<file path="src/akf_pkg.sv">
// ----------------------------------------------------------------------------
// akf_pkg
// Shared widths, register indexes, control word types and the microcode
// program of the angle Kalman filter.
// ----------------------------------------------------------------------------
package akf_pkg;

   localparam int ANGLE_W     = 32;
   localparam int DT_W        = 16;
   localparam int NOISE_W     = 24;
   localparam int COV_W       = 32;
   localparam int GAIN_W      = 32;
   localparam int CSR_INDEX_W = 4;
   localparam int STEP_W      = 4;
   localparam int MUL_A_W     = 33;
   localparam int MUL_B_W     = 36;
   localparam int PROD_W      = MUL_A_W + MUL_B_W;

   localparam logic [CSR_INDEX_W-1:0] CSR_PROCESS_NOISE     = CSR_INDEX_W'(0);
   localparam logic [CSR_INDEX_W-1:0] CSR_MEASUREMENT_NOISE = CSR_INDEX_W'(1);

   localparam logic [NOISE_W-1:0] PROCESS_NOISE_RESET     = NOISE_W'(16777);
   localparam logic [NOISE_W-1:0] MEASUREMENT_NOISE_RESET = NOISE_W'(503316);

   typedef enum logic [2:0] {
      MUL_DT_P11,
      MUL_DT_INNER,
      MUL_K0_Y,
      MUL_K1_P00,
      MUL_K1_P01,
      MUL_K0_P00,
      MUL_K0_P01,
      MUL_NONE
   } akf_mul_sel_type;

   typedef enum logic [3:0] {
      WB_NONE,
      WB_A,
      WB_PRED,
      WB_P00_PRED,
      WB_ANGLE,
      WB_P10_UPD,
      WB_P11_UPD,
      WB_P00_UPD,
      WB_P01_UPD
   } akf_wb_sel_type;

   typedef enum logic [1:0] {
      COND_NONE,
      COND_DIV_BUSY,
      COND_OUT_FULL
   } akf_cond_type;

   typedef struct packed {
      akf_mul_sel_type     mul_sel;
      akf_wb_sel_type      wb_sel;
      logic                div_start;
      logic                finish;
      akf_cond_type        cond;
      logic [STEP_W-1:0]   target;
   } akf_uword_type;

   typedef struct packed {
      logic                      busy;
      logic signed [GAIN_W-1:0]  k0;
      logic signed [GAIN_W-1:0]  k1;
   } akf_div_status_type;

   // Program: predict (steps 0-4), gain division (5-6), update (7-12), result (13).
   // A step issues a product and writes back the one issued by the step before.
   function automatic akf_uword_type akf_ucode(input logic [STEP_W-1:0] step);
      akf_uword_type w;
      w.mul_sel   = MUL_NONE;
      w.wb_sel    = WB_NONE;
      w.div_start = 1'b0;
      w.finish    = 1'b0;
      w.cond      = COND_NONE;
      w.target    = step;
      unique case (step)
         STEP_W'(0):  w.mul_sel = MUL_DT_P11;
         STEP_W'(1):  w.wb_sel  = WB_A;
         STEP_W'(2):  w.wb_sel  = WB_PRED;
         STEP_W'(3):  w.mul_sel = MUL_DT_INNER;
         STEP_W'(4):  w.wb_sel  = WB_P00_PRED;
         STEP_W'(5):  w.div_start = 1'b1;
         STEP_W'(6):  w.cond    = COND_DIV_BUSY;
         STEP_W'(7):  w.mul_sel = MUL_K0_Y;
         STEP_W'(8): begin
            w.wb_sel  = WB_ANGLE;
            w.mul_sel = MUL_K1_P00;
         end
         STEP_W'(9): begin
            w.wb_sel  = WB_P10_UPD;
            w.mul_sel = MUL_K1_P01;
         end
         STEP_W'(10): begin
            w.wb_sel  = WB_P11_UPD;
            w.mul_sel = MUL_K0_P00;
         end
         STEP_W'(11): begin
            w.wb_sel  = WB_P00_UPD;
            w.mul_sel = MUL_K0_P01;
         end
         STEP_W'(12): w.wb_sel = WB_P01_UPD;
         STEP_W'(13): begin
            w.cond   = COND_OUT_FULL;
            w.finish = 1'b1;
         end
         default: w.target = '0;
      endcase
      return w;
   endfunction

endpackage

</file>
<file path="src/akf_gain_div.sv">
// ----------------------------------------------------------------------------
// akf_gain_div
// Two-lane radix-2 divider for the Kalman gains K0 = (P00 << 24) / S and
// K1 = (P10 << 24) / S with S = P00 + R, truncated and saturated to Q8.24.
// ----------------------------------------------------------------------------
module akf_gain_div
   import akf_pkg::*;
(
   input  logic                       clock,
   input  logic                       reset,
   input  logic                       start,
   input  logic signed [COV_W-1:0]    p00,
   input  logic signed [COV_W-1:0]    p10,
   input  logic [NOISE_W-1:0]         meas_noise,
   output akf_div_status_type         status
);

   localparam int S_W   = COV_W + 1;
   localparam int REM_W = S_W;
   localparam int Q_W   = GAIN_W - 1;
   localparam int LOW_W = Q_W;
   localparam int PRE_W = LOW_W - (GAIN_W - 8);
   localparam int CNT_W = 5;

   localparam logic signed [GAIN_W-1:0] GAIN_MAX = {1'b0, {(GAIN_W-1){1'b1}}};
   localparam logic signed [GAIN_W-1:0] GAIN_MIN = {1'b1, {(GAIN_W-1){1'b0}}};

   typedef enum logic [1:0] {
      DIV_IDLE,
      DIV_SETUP,
      DIV_ITER,
      DIV_FINISH
   } div_state_type;

   div_state_type state_ff, state_in;

   logic signed [S_W-1:0]    s_ff, s_in;
   logic signed [COV_W-1:0]  n0_ff, n0_in, n1_ff, n1_in;
   logic [S_W-1:0]           den_ff, den_in;
   logic                     zero_ff, zero_in;
   logic                     neg0_ff, neg0_in, neg1_ff, neg1_in;
   logic                     ovf0_ff, ovf0_in, ovf1_ff, ovf1_in;
   logic [REM_W-1:0]         rem0_ff, rem0_in, rem1_ff, rem1_in;
   logic [LOW_W-1:0]         low0_ff, low0_in, low1_ff, low1_in;
   logic [Q_W-1:0]           q0_ff, q0_in, q1_ff, q1_in;
   logic [CNT_W-1:0]         cnt_ff, cnt_in;
   logic signed [GAIN_W-1:0] k0_ff, k0_in, k1_ff, k1_in;

   logic                     s_neg;
   logic [S_W-1:0]           den_mag;
   logic [COV_W-1:0]         mag0, mag1;
   logic [REM_W:0]           step0, step1;

   // One restoring step: returns {new remainder, quotient bit}.
   function automatic logic [REM_W:0] div_step(input logic [REM_W-1:0] rem,
                                                input logic bit_in,
                                                input logic [S_W-1:0] den);
      logic [REM_W:0] sh;
      logic [REM_W:0] diff;
      sh   = {rem, bit_in};
      diff = sh - {1'b0, den};
      if (sh >= {1'b0, den}) begin
         return {diff[REM_W-1:0], 1'b1};
      end
      return {sh[REM_W-1:0], 1'b0};
   endfunction

   function automatic logic signed [GAIN_W-1:0] gain_pick(input logic zero,
                                                          input logic ovf,
                                                          input logic neg,
                                                          input logic [Q_W-1:0] q);
      logic signed [GAIN_W-1:0] qs;
      qs = $signed({1'b0, q});
      if (zero) begin
         return '0;
      end
      if (ovf) begin
         return neg ? GAIN_MIN : GAIN_MAX;
      end
      return neg ? -qs : qs;
   endfunction

   always_comb begin
      s_neg   = s_ff[S_W-1];
      den_mag = s_neg ? S_W'(-s_ff) : S_W'(s_ff);
      mag0    = n0_ff[COV_W-1] ? COV_W'(-n0_ff) : COV_W'(n0_ff);
      mag1    = n1_ff[COV_W-1] ? COV_W'(-n1_ff) : COV_W'(n1_ff);
      step0   = div_step(rem0_ff, low0_ff[LOW_W-1], den_ff);
      step1   = div_step(rem1_ff, low1_ff[LOW_W-1], den_ff);

      state_in = state_ff;
      s_in     = s_ff;
      n0_in    = n0_ff;
      n1_in    = n1_ff;
      den_in   = den_ff;
      zero_in  = zero_ff;
      neg0_in  = neg0_ff;
      neg1_in  = neg1_ff;
      ovf0_in  = ovf0_ff;
      ovf1_in  = ovf1_ff;
      rem0_in  = rem0_ff;
      rem1_in  = rem1_ff;
      low0_in  = low0_ff;
      low1_in  = low1_ff;
      q0_in    = q0_ff;
      q1_in    = q1_ff;
      cnt_in   = cnt_ff;
      k0_in    = k0_ff;
      k1_in    = k1_ff;

      unique case (state_ff)
         DIV_IDLE: begin
            if (start) begin
               s_in     = S_W'(p00) + $signed({{(S_W-NOISE_W){1'b0}}, meas_noise});
               n0_in    = p00;
               n1_in    = p10;
               state_in = DIV_SETUP;
            end
         end
         DIV_SETUP: begin
            // Quotient overflows 31 bits when |P| << 24 >= |S| << 31.
            den_in   = den_mag;
            zero_in  = (s_ff == '0);
            neg0_in  = n0_ff[COV_W-1] ^ s_neg;
            neg1_in  = n1_ff[COV_W-1] ^ s_neg;
            ovf0_in  = {8'b0, mag0} >= {den_mag, 7'b0};
            ovf1_in  = {8'b0, mag1} >= {den_mag, 7'b0};
            rem0_in  = REM_W'(mag0[COV_W-1:PRE_W]);
            rem1_in  = REM_W'(mag1[COV_W-1:PRE_W]);
            low0_in  = {mag0[PRE_W-1:0], {(LOW_W-PRE_W){1'b0}}};
            low1_in  = {mag1[PRE_W-1:0], {(LOW_W-PRE_W){1'b0}}};
            q0_in    = '0;
            q1_in    = '0;
            cnt_in   = CNT_W'(Q_W - 1);
            state_in = DIV_ITER;
         end
         DIV_ITER: begin
            rem0_in = step0[REM_W:1];
            rem1_in = step1[REM_W:1];
            q0_in   = {q0_ff[Q_W-2:0], step0[0]};
            q1_in   = {q1_ff[Q_W-2:0], step1[0]};
            low0_in = {low0_ff[LOW_W-2:0], 1'b0};
            low1_in = {low1_ff[LOW_W-2:0], 1'b0};
            cnt_in  = cnt_ff - CNT_W'(1);
            if (cnt_ff == '0) begin
               state_in = DIV_FINISH;
            end
         end
         DIV_FINISH: begin
            k0_in    = gain_pick(zero_ff, ovf0_ff, neg0_ff, q0_ff);
            k1_in    = gain_pick(zero_ff, ovf1_ff, neg1_ff, q1_ff);
            state_in = DIV_IDLE;
         end
         default: state_in = DIV_IDLE;
      endcase
   end

   always_ff @(posedge clock) begin
      if (reset) begin
         state_ff <= DIV_IDLE;
      end else begin
         state_ff <= state_in;
      end
      s_ff    <= s_in;
      n0_ff   <= n0_in;
      n1_ff   <= n1_in;
      den_ff  <= den_in;
      zero_ff <= zero_in;
      neg0_ff <= neg0_in;
      neg1_ff <= neg1_in;
      ovf0_ff <= ovf0_in;
      ovf1_ff <= ovf1_in;
      rem0_ff <= rem0_in;
      rem1_ff <= rem1_in;
      low0_ff <= low0_in;
      low1_ff <= low1_in;
      q0_ff   <= q0_in;
      q1_ff   <= q1_in;
      cnt_ff  <= cnt_in;
      k0_ff   <= k0_in;
      k1_ff   <= k1_in;
   end

   assign status.busy = (state_ff != DIV_IDLE);
   assign status.k0   = k0_ff;
   assign status.k1   = k1_ff;

endmodule

</file>
<file path="config.mk">
export PLATFORM = sky130hd
export DESIGN_NAME = akf_gain_div
export DESIGN_NICKNAME = d
export VERILOG_FILES = /design/src/akf_pkg.sv /design/src/akf_gain_div.sv
export SDC_FILE = /design/constraint.sdc
export NUM_CORES = 1
export LEC_CHECK = 0
export BUFFER_PORTS_ARGS = -buffer_cell sky130_fd_sc_hd__buf_4
export CORE_ASPECT_RATIO = 1.1
export CORE_MARGIN = 3
export CORE_UTILIZATION = 35
export DETAILED_ROUTE_END_ITERATION = 8
export GPL_ROUTABILITY_DRIVEN = 0
export HOLD_SLACK_MARGIN = 0.02
export SLEW_MARGIN = 20
export SYNTH_ARGS = -nofsm -noshare
export SYNTH_HDL_FRONTEND = slang
export SYNTH_SLANG_ARGS = --single-unit
</file>
<file path="constraint.sdc">
create_clock -name clock -period 7.4 [get_ports clock]
set_input_delay 0.37 -clock clock [delete_from_list [all_inputs] [get_ports clock]]
set_output_delay 0.37 -clock clock [all_outputs]
set_load 0.02 [all_outputs]
</file>
==> results of run 1 <==
-- final timing paths --
path         slack [ps]           from  cells past startpoint           to
max                2510       n1_ff[5]                     19      ovf1_ff
max reg2reg        2510       n1_ff[5]                     19      ovf1_ff
min reg2reg         540    low0_ff[26]                      2  low0_ff[27]
min                 100  meas_noise[0]                      2      s_ff[0]
-- what timing repair did --
| item | 4_1_cts | 5_1_grt |
|---|---|---|
| gates resized for setup | 0 | 0 |
| setup buffers | 0 | 0 |
| endpoints found under the hold margin | 66 | 0 |
| hold buffers | 65 | 0 |
-- flip-flops by register name, summed over array words and instances, names as in the netlist, 2 cells and up --
signal    count
cnt_ff        5
den_ff       33
k0_ff        32
k1_ff        32
low0_ff       7
low1_ff       7
n0_ff        32
n1_ff        32
q0_ff        31
q1_ff        31
rem0_ff      33
rem1_ff      33
s_ff         33
state_ff      2
-- cells by family (layout without fill, tap and decap cells) --
family	count (synthesis)	count (layout)	share of synthesized area, %
AO/OA/AOI/OAI	540	540	15.3
XOR/XNOR	202	202	7.86
adder cells (fa/ha/maj)	157	157	8.83
buffers and inverters	190	419	3.20
flip-flops	348	348	46.4
multiplexers	54	54	2.44
AND/OR/NAND/NOR	714	714	16.0
-- placed cells by master (no fill, tap or decap), types with 31 or more instances in the layout --
master	Yosys	routed
mux2i_1	47	47
xor2_1	66	66
o21ai_0	117	117
o31ai_1	34	34
nor3_1	38	38
buf_4	0	172
a21oi_1	174	173
nand2_1	142	142
nor2b_1	38	38
xnor2_1	136	136
nor2_1	223	223
and2_1	66	65
o22a_1	31	31
a21o_1	49	49
ha_1	154	150
clkbuf_16	0	42
edfxtp_1	346	346
dlygate4sd3_1	0	65
inv_1	107	107
-- layout make-up --
| cell class | count | area share (%) |
|---|---|---|
| Multi-Input combinational cell | 1667 | 42.8 |
| Timing Repair Buffer | 238 | 7.36 |
| Clock buffer | 52 | 4.09 |
| Tap cell | 833 | 3.92 |
| Inverter | 107 | 1.51 |
| Clock inverter | 22 | 1.07 |
| Sequential cell | 348 | 39.2 |
-- stage by stage --
step | utilization [%] | instances | cell area [µm²]
after floorplan | - | 2205 | 22500
after global placement | 38.9 | 3127 | 24600
after detailed placement | 38.9 | 3127 | 24600
after CTS | 42.1 | 3266 | 26600
after global routing | 42.2 | 3267 | 26600
final | 42.2 | 3267 | 26600
-- metal layers --
layer | vias to the layer above | wire, µm | track usage, %
met4 | 0 | 1270 | 4.29
met5 | - | 0 | 0
met3 | 81 | 2780 | 2.12
li1 | 8510 | - | -
met1 | 8122 | 24800 | 21.3
met2 | 481 | 25700 | 26.4
-- power by group through the flow --
stage          registers, mW  logic, mW  clock network [mW]
2_1_floorplan           3.74       4.70                   0
3_3_place_gp            3.82       6.04                   0
3_5_place_dp            3.83       6.14                   0
4_1_cts                 3.80       6.22                2.13
5_1_grt                 3.90       6.98                2.21
6_report                3.80       6.25                2.08
==> impl_metrics.py, run 1 <==
metrics = {
    "run_status": {
        "status": "finished, final reports clean",
    },
    "pwr": {
        "p_int_mw": 7.04,
        "p_total_mw": 12.1,
        "p_sw_mw": 5.09,
        "vdd_drop_max_mv": 0.232,
        "swShare_pct": 42.0,
        "clkPwrFrac_pct": 17.1,
        "p_seq_share_pct": 31.3,
        "pwr-share-comb_pct": 51.6,
        "power_density_mw_per_mm2": 456,
        "p_leak_nw": 10.3,
    },
    "clock_tree": {
        "worstSkewPairLatency_ps": 560,
        "cts.sinks": 348,
        "htreeDepth": 2,
        "cts_root_buffer": "clkbuf_16",
        "clk_pin_slew_ps": 60,
        "cts_tree": "built",
        "cts_made_buffers": 42,
        "cts.path.max_buffers": 3,
    },
    "grt": {
        "globalRouteOverflowTotal": 0,
        "antenna_found_initial": 0,
        "grt_pass1_wl_um": 86200,
        "grt_max_degree": 80,
        "grt_pass1_vias": 16400,
        "grt_usage_pct": 15.7,
    },
    "timing": {
        "fin_tns_setup_ps": 0,
        "final.min_clock_period_ps": 4890,
        "hold_violations": 0,
        "setup_viol": 0,
        "worst_pin_slew_ps": 992,
        "hold-worst-slack_ps": 103,
        "setup_ws_ps": 2510,
        "post-route-period-util_pct": 66.1,
        "skew_ps": 25.9,
        "fmax_mhz": 204,
        "rsz0062_at_grt": "no",
        "slew_headroom_pct": 33.9,
        "drv_slew": 0,
    },
    "synthesis": {
        "ys_ff_latch": 348,
        "syn-cell-area_mm2": 0.0225,
        "synth.top_cell.area_share_pct": 46.2,
        "async_reset_ff_share_pct": 0,
        "synth-edff-count": 346,
        "postSynthAreaPerCell_um2": 10.2,
        "syn-num-nets": 2453,
        "ys.flop_type": "edfxtp_1",
        "yosysWarnings": 0,
        "synth_most_common_cell": "edfxtp_1",
        "synthCells": 2205,
        "synth_largest_area_cell": "edfxtp_1",
        "netlist_top_cells_count": "edfxtp_1, nor2_1, a21oi_1",
        "seq_area_frac_synth_pct": 46.4,
        "synthTopCellsByArea": "edfxtp_1, ha_1, xnor2_1",
        "ys_types": 72,
    },
    "worst_setup_path": {
        "arrival_ps": 5170,
        "critPathRequiredTime_ps": 7680,
        "start_kind": "flip-flop",
        "critPathCaptureType": "flip-flop",
        "slowest_stage": "or4_1",
        "critPathKind": "flip-flop to flip-flop",
        "slowest_delay_ps": 510,
        "path_buf_inv": 0,
        "path_cells": "or3_1 > nor2_1 > nand3_1 > or3_1 > or3_1 > or4_1 > o41ai_1 > xnor2_1 > ha_1 > a21oi_1 > nor2b_1 > o21ai_0 > nand2b_1 > a21oi_1 > nor2b_1 > o21ai_0 > nand2b_1 > a21oi_1 > a21boi_1",
        "cp_top_family": "simple AND/OR/NAND/NOR gates",
        "cp_max_fo": 7,
    },
    "place": {
        "post-place-ws_ps": 2630,
        "dpl.hpwl_um": 40100,
        "port_buffers": 155,
    },
    "cells_and_area": {
        "fillers": 5994,
        "final_nets": 2652,
        "seq_area_mm2": 0.0104,
        "num_antenna_cells": 0,
        "layout-drive-gt1-share_pct": 10.6,
        "multi_input_area_mm2": 0.0114,
        "area_delta_synth_final_pct": 18.3,
    },
    "routing": {
        "drtIter0Drc": 1116,
        "wl_per_cell_um": 16.7,
        "drt_pass1_iterations": 6,
        "num_vias": 17200,
        "drc": 0,
        "via_per_inst": 5.26,
        "wirelength_um": 54500,
        "postRouteAntennaNets": 0,
    },
    "floorplanning": {
        "die_y_um": 272,
        "start_util_pct": 35.7,
        "die-area_mm2": 0.0674,
        "core_mm2": 0.0631,
        "rows": 96,
        "dieWidth_um": 248,
        "ios": 156,
    },
    "run": {
        "drv_cap": 0,
    },
    "hold_path": {
        "hold_class": "input pin to flip-flop",
    },
}
Power figures use the tool's default switching activity.
==> run 2, diff against run 1 <==
==> constraint.sdc (replaced) <==
create_clock -name clock -period 4.2 [get_ports clock]
set_input_delay 0.21 -clock clock [delete_from_list [all_inputs] [get_ports clock]]
set_output_delay 0.21 -clock clock [all_outputs]
set_load 0.02 [all_outputs]
==> run 2 against run 1 <==
  * Cell area grew 3.8%
  * The flow now finishes with violations (negative setup slack)
  * Sequential share of layout area decreased by 1.4 points
  * Worst setup slack lost 2600 ps
  * Critical path type unchanged
  * Highest routed layer unchanged
==> impl_metrics.py, run 2 (synthesized netlist as in run 1, its figures left out) <==
metrics = {
    "grt": {
        "grt_usage_pct": 16.0,
        "globalRouteOverflowTotal": 0,
        "grt_pass1_vias": 17300,
        "grt_pass1_wl_um": 88000,
        "grt_max_degree": 69,
        "antenna_found_initial": 0,
    },
    "timing": {
        "rsz0062_at_grt": "yes",
        "post-route-period-util_pct": 102,
        "slew_headroom_pct": 44.6,
        "setup_viol": 2,
        "worst_pin_slew_ps": 820,
        "final.min_clock_period_ps": 4290,
        "skew_ps": 28.0,
        "hold_violations": 0,
        "drv_slew": 0,
        "setup_ws_ps": -94.3,
        "fmax_mhz": 233,
        "hold-worst-slack_ps": 96.1,
    },
    "pwr": {
        "p_leak_nw": 10.9,
        "power_density_mw_per_mm2": 804,
        "vdd_drop_max_mv": 0.418,
    },
    "routing": {
        "route.met2.wl_um": 26100,
        "via_per_inst": 5.18,
        "met1_length_um": 25000,
        "routed-wl-met3_um": 2390,
        "postRouteAntennaNets": 0,
        "drt_pass1_iterations": 6,
        "drtIter0Drc": 926,
        "wl_per_cell_um": 16.5,
        "drc": 0,
        "wirelength_um": 55400,
        "dr.max_layer_used": "met4",
        "num_vias": 17400,
    },
    "run_status": {
        "status": "complete, but fails checks",
        "failed_checks": "negative setup slack",
    },
    "cells_and_area": {
        "area_delta_synth_final_pct": 22.7,
        "mostFrequentLayoutCells": "edfxtp_1, buf_4, nor2_1",
        "fillers": 5894,
        "num_antenna_cells": 0,
        "final_common_cell": "edfxtp_1",
        "final_cell_area_mm2": 0.0276,
        "layout-drive-gt1-share_pct": 15.2,
        "final_nets": 2741,
    },
    "worst_setup_path": {
        "critPathRequiredTime_ps": 4490,
        "arrival_ps": 4580,
        "critPathKind": "flip-flop to flip-flop",
        "critPathCaptureType": "flip-flop",
        "rrSetupSlack_ps": -90,
        "start_kind": "flip-flop",
        "cp_max_fo": 2,
    },
    "floorplanning": {
        "dieWidth_um": 248,
        "start_util_pct": 35.7,
        "die-area_mm2": 0.0674,
        "rows": 96,
        "ios": 156,
        "core_mm2": 0.0631,
        "die_y_um": 272,
    },
    "clock_tree": {
        "htreeDepth": 2,
        "cts.path.max_buffers": 3,
        "clk_pin_slew_ps": 60,
        "cts.sinks": 348,
        "cts_made_buffers": 41,
        "cts_root_buffer": "clkbuf_16",
        "worstSkewPairLatency_ps": 560,
        "cts_tree": "built",
    },
    "run": {
        "drv_cap": 0,
    },
    "place": {
        "dpl.hpwl_um": 41000,
        "port_buffers": 155,
        "dpl_cell_area_mm2": 0.0252,
    },
    "hold_path": {
        "hold_class": "input pin to flip-flop",
    },
}
-- run 2: layout make-up --
cell class	count	area, µm²	share of cell area [%]
Timing Repair Buffer	328	2670	9.66
Tap cell	833	1040	3.78
Sequential cell	348	10400	37.8
Clock inverter	32	449	1.63
Inverter	107	402	1.45
Multi-Input combinational cell	1667	11600	42.0
Clock buffer	42	1030	3.73
-- run 2: power by group --
| part | switching [mW] | internal (mW) | total, mW | leakage (nW) |
|---|---|---|---|---|
| combinational | 6.66 | 4.90 | 11.6 | 6.85 |
| clock | 1.45 | 2.47 | 3.92 | 0.722 |
| sequential | 1.01 | 5.70 | 6.71 | 3.30 |
| total | 9.12 | 13.1 | 22.2 | 10.9 |
-- run 2: worst paths after layout --
path,startpoint,end,cells after the start
worst max-delay path,n0_ff[6],ovf0_ff,15
worst min-delay path,meas_noise[5],s_ff[5],3
worst max register to register,n0_ff[6],ovf0_ff,15
worst min register to register,low0_ff[24],low0_ff[25],2
-- run 2: per-stage QoR --
step	TNS, ps	power (mW)	instances	setup WS (ps)	utilization (%)
after floorplan	0	15.2	2205	0.487	-
after detailed placement	-484	18.0	3203	-343	39.9
after global routing	-487	23.9	3357	-251	43.8
final	-187	22.2	3357	-94.3	43.8
after global placement	-374	17.7	3203	-286	39.9
after CTS	-131	22.2	3359	-70.6	43.7
-- run 2: routing by layer --
layer	track usage, %	vias to the layer above
met5	0	-
met4	5.18	0
met3	2.23	100
met2	27.5	420
met1	20.6	8170
li1	-	8697
-- run 2: critical path: stages, from the launching register on --
cell and delay, ps:
edfxtp_1 390, nor4_2 330, nand2_1 160, or4_4 510, or2_4 260, or4_4 500
or4_4 450, buf_4 170, o41ai_4 260, xnor2_2 170, ha_1 270, nor2b_1 130
o21ai_1 140, nand2b_1 70, a21oi_1 130, a21boi_1 80
-- run 2: timing repair --
action	in CTS	in global routing
pin swaps	13	4
hold endpoints to repair	76	0
resized for setup	26	10
setup buffers	15	0
endpoints found under the setup margin	2	8
hold buffers	67	0
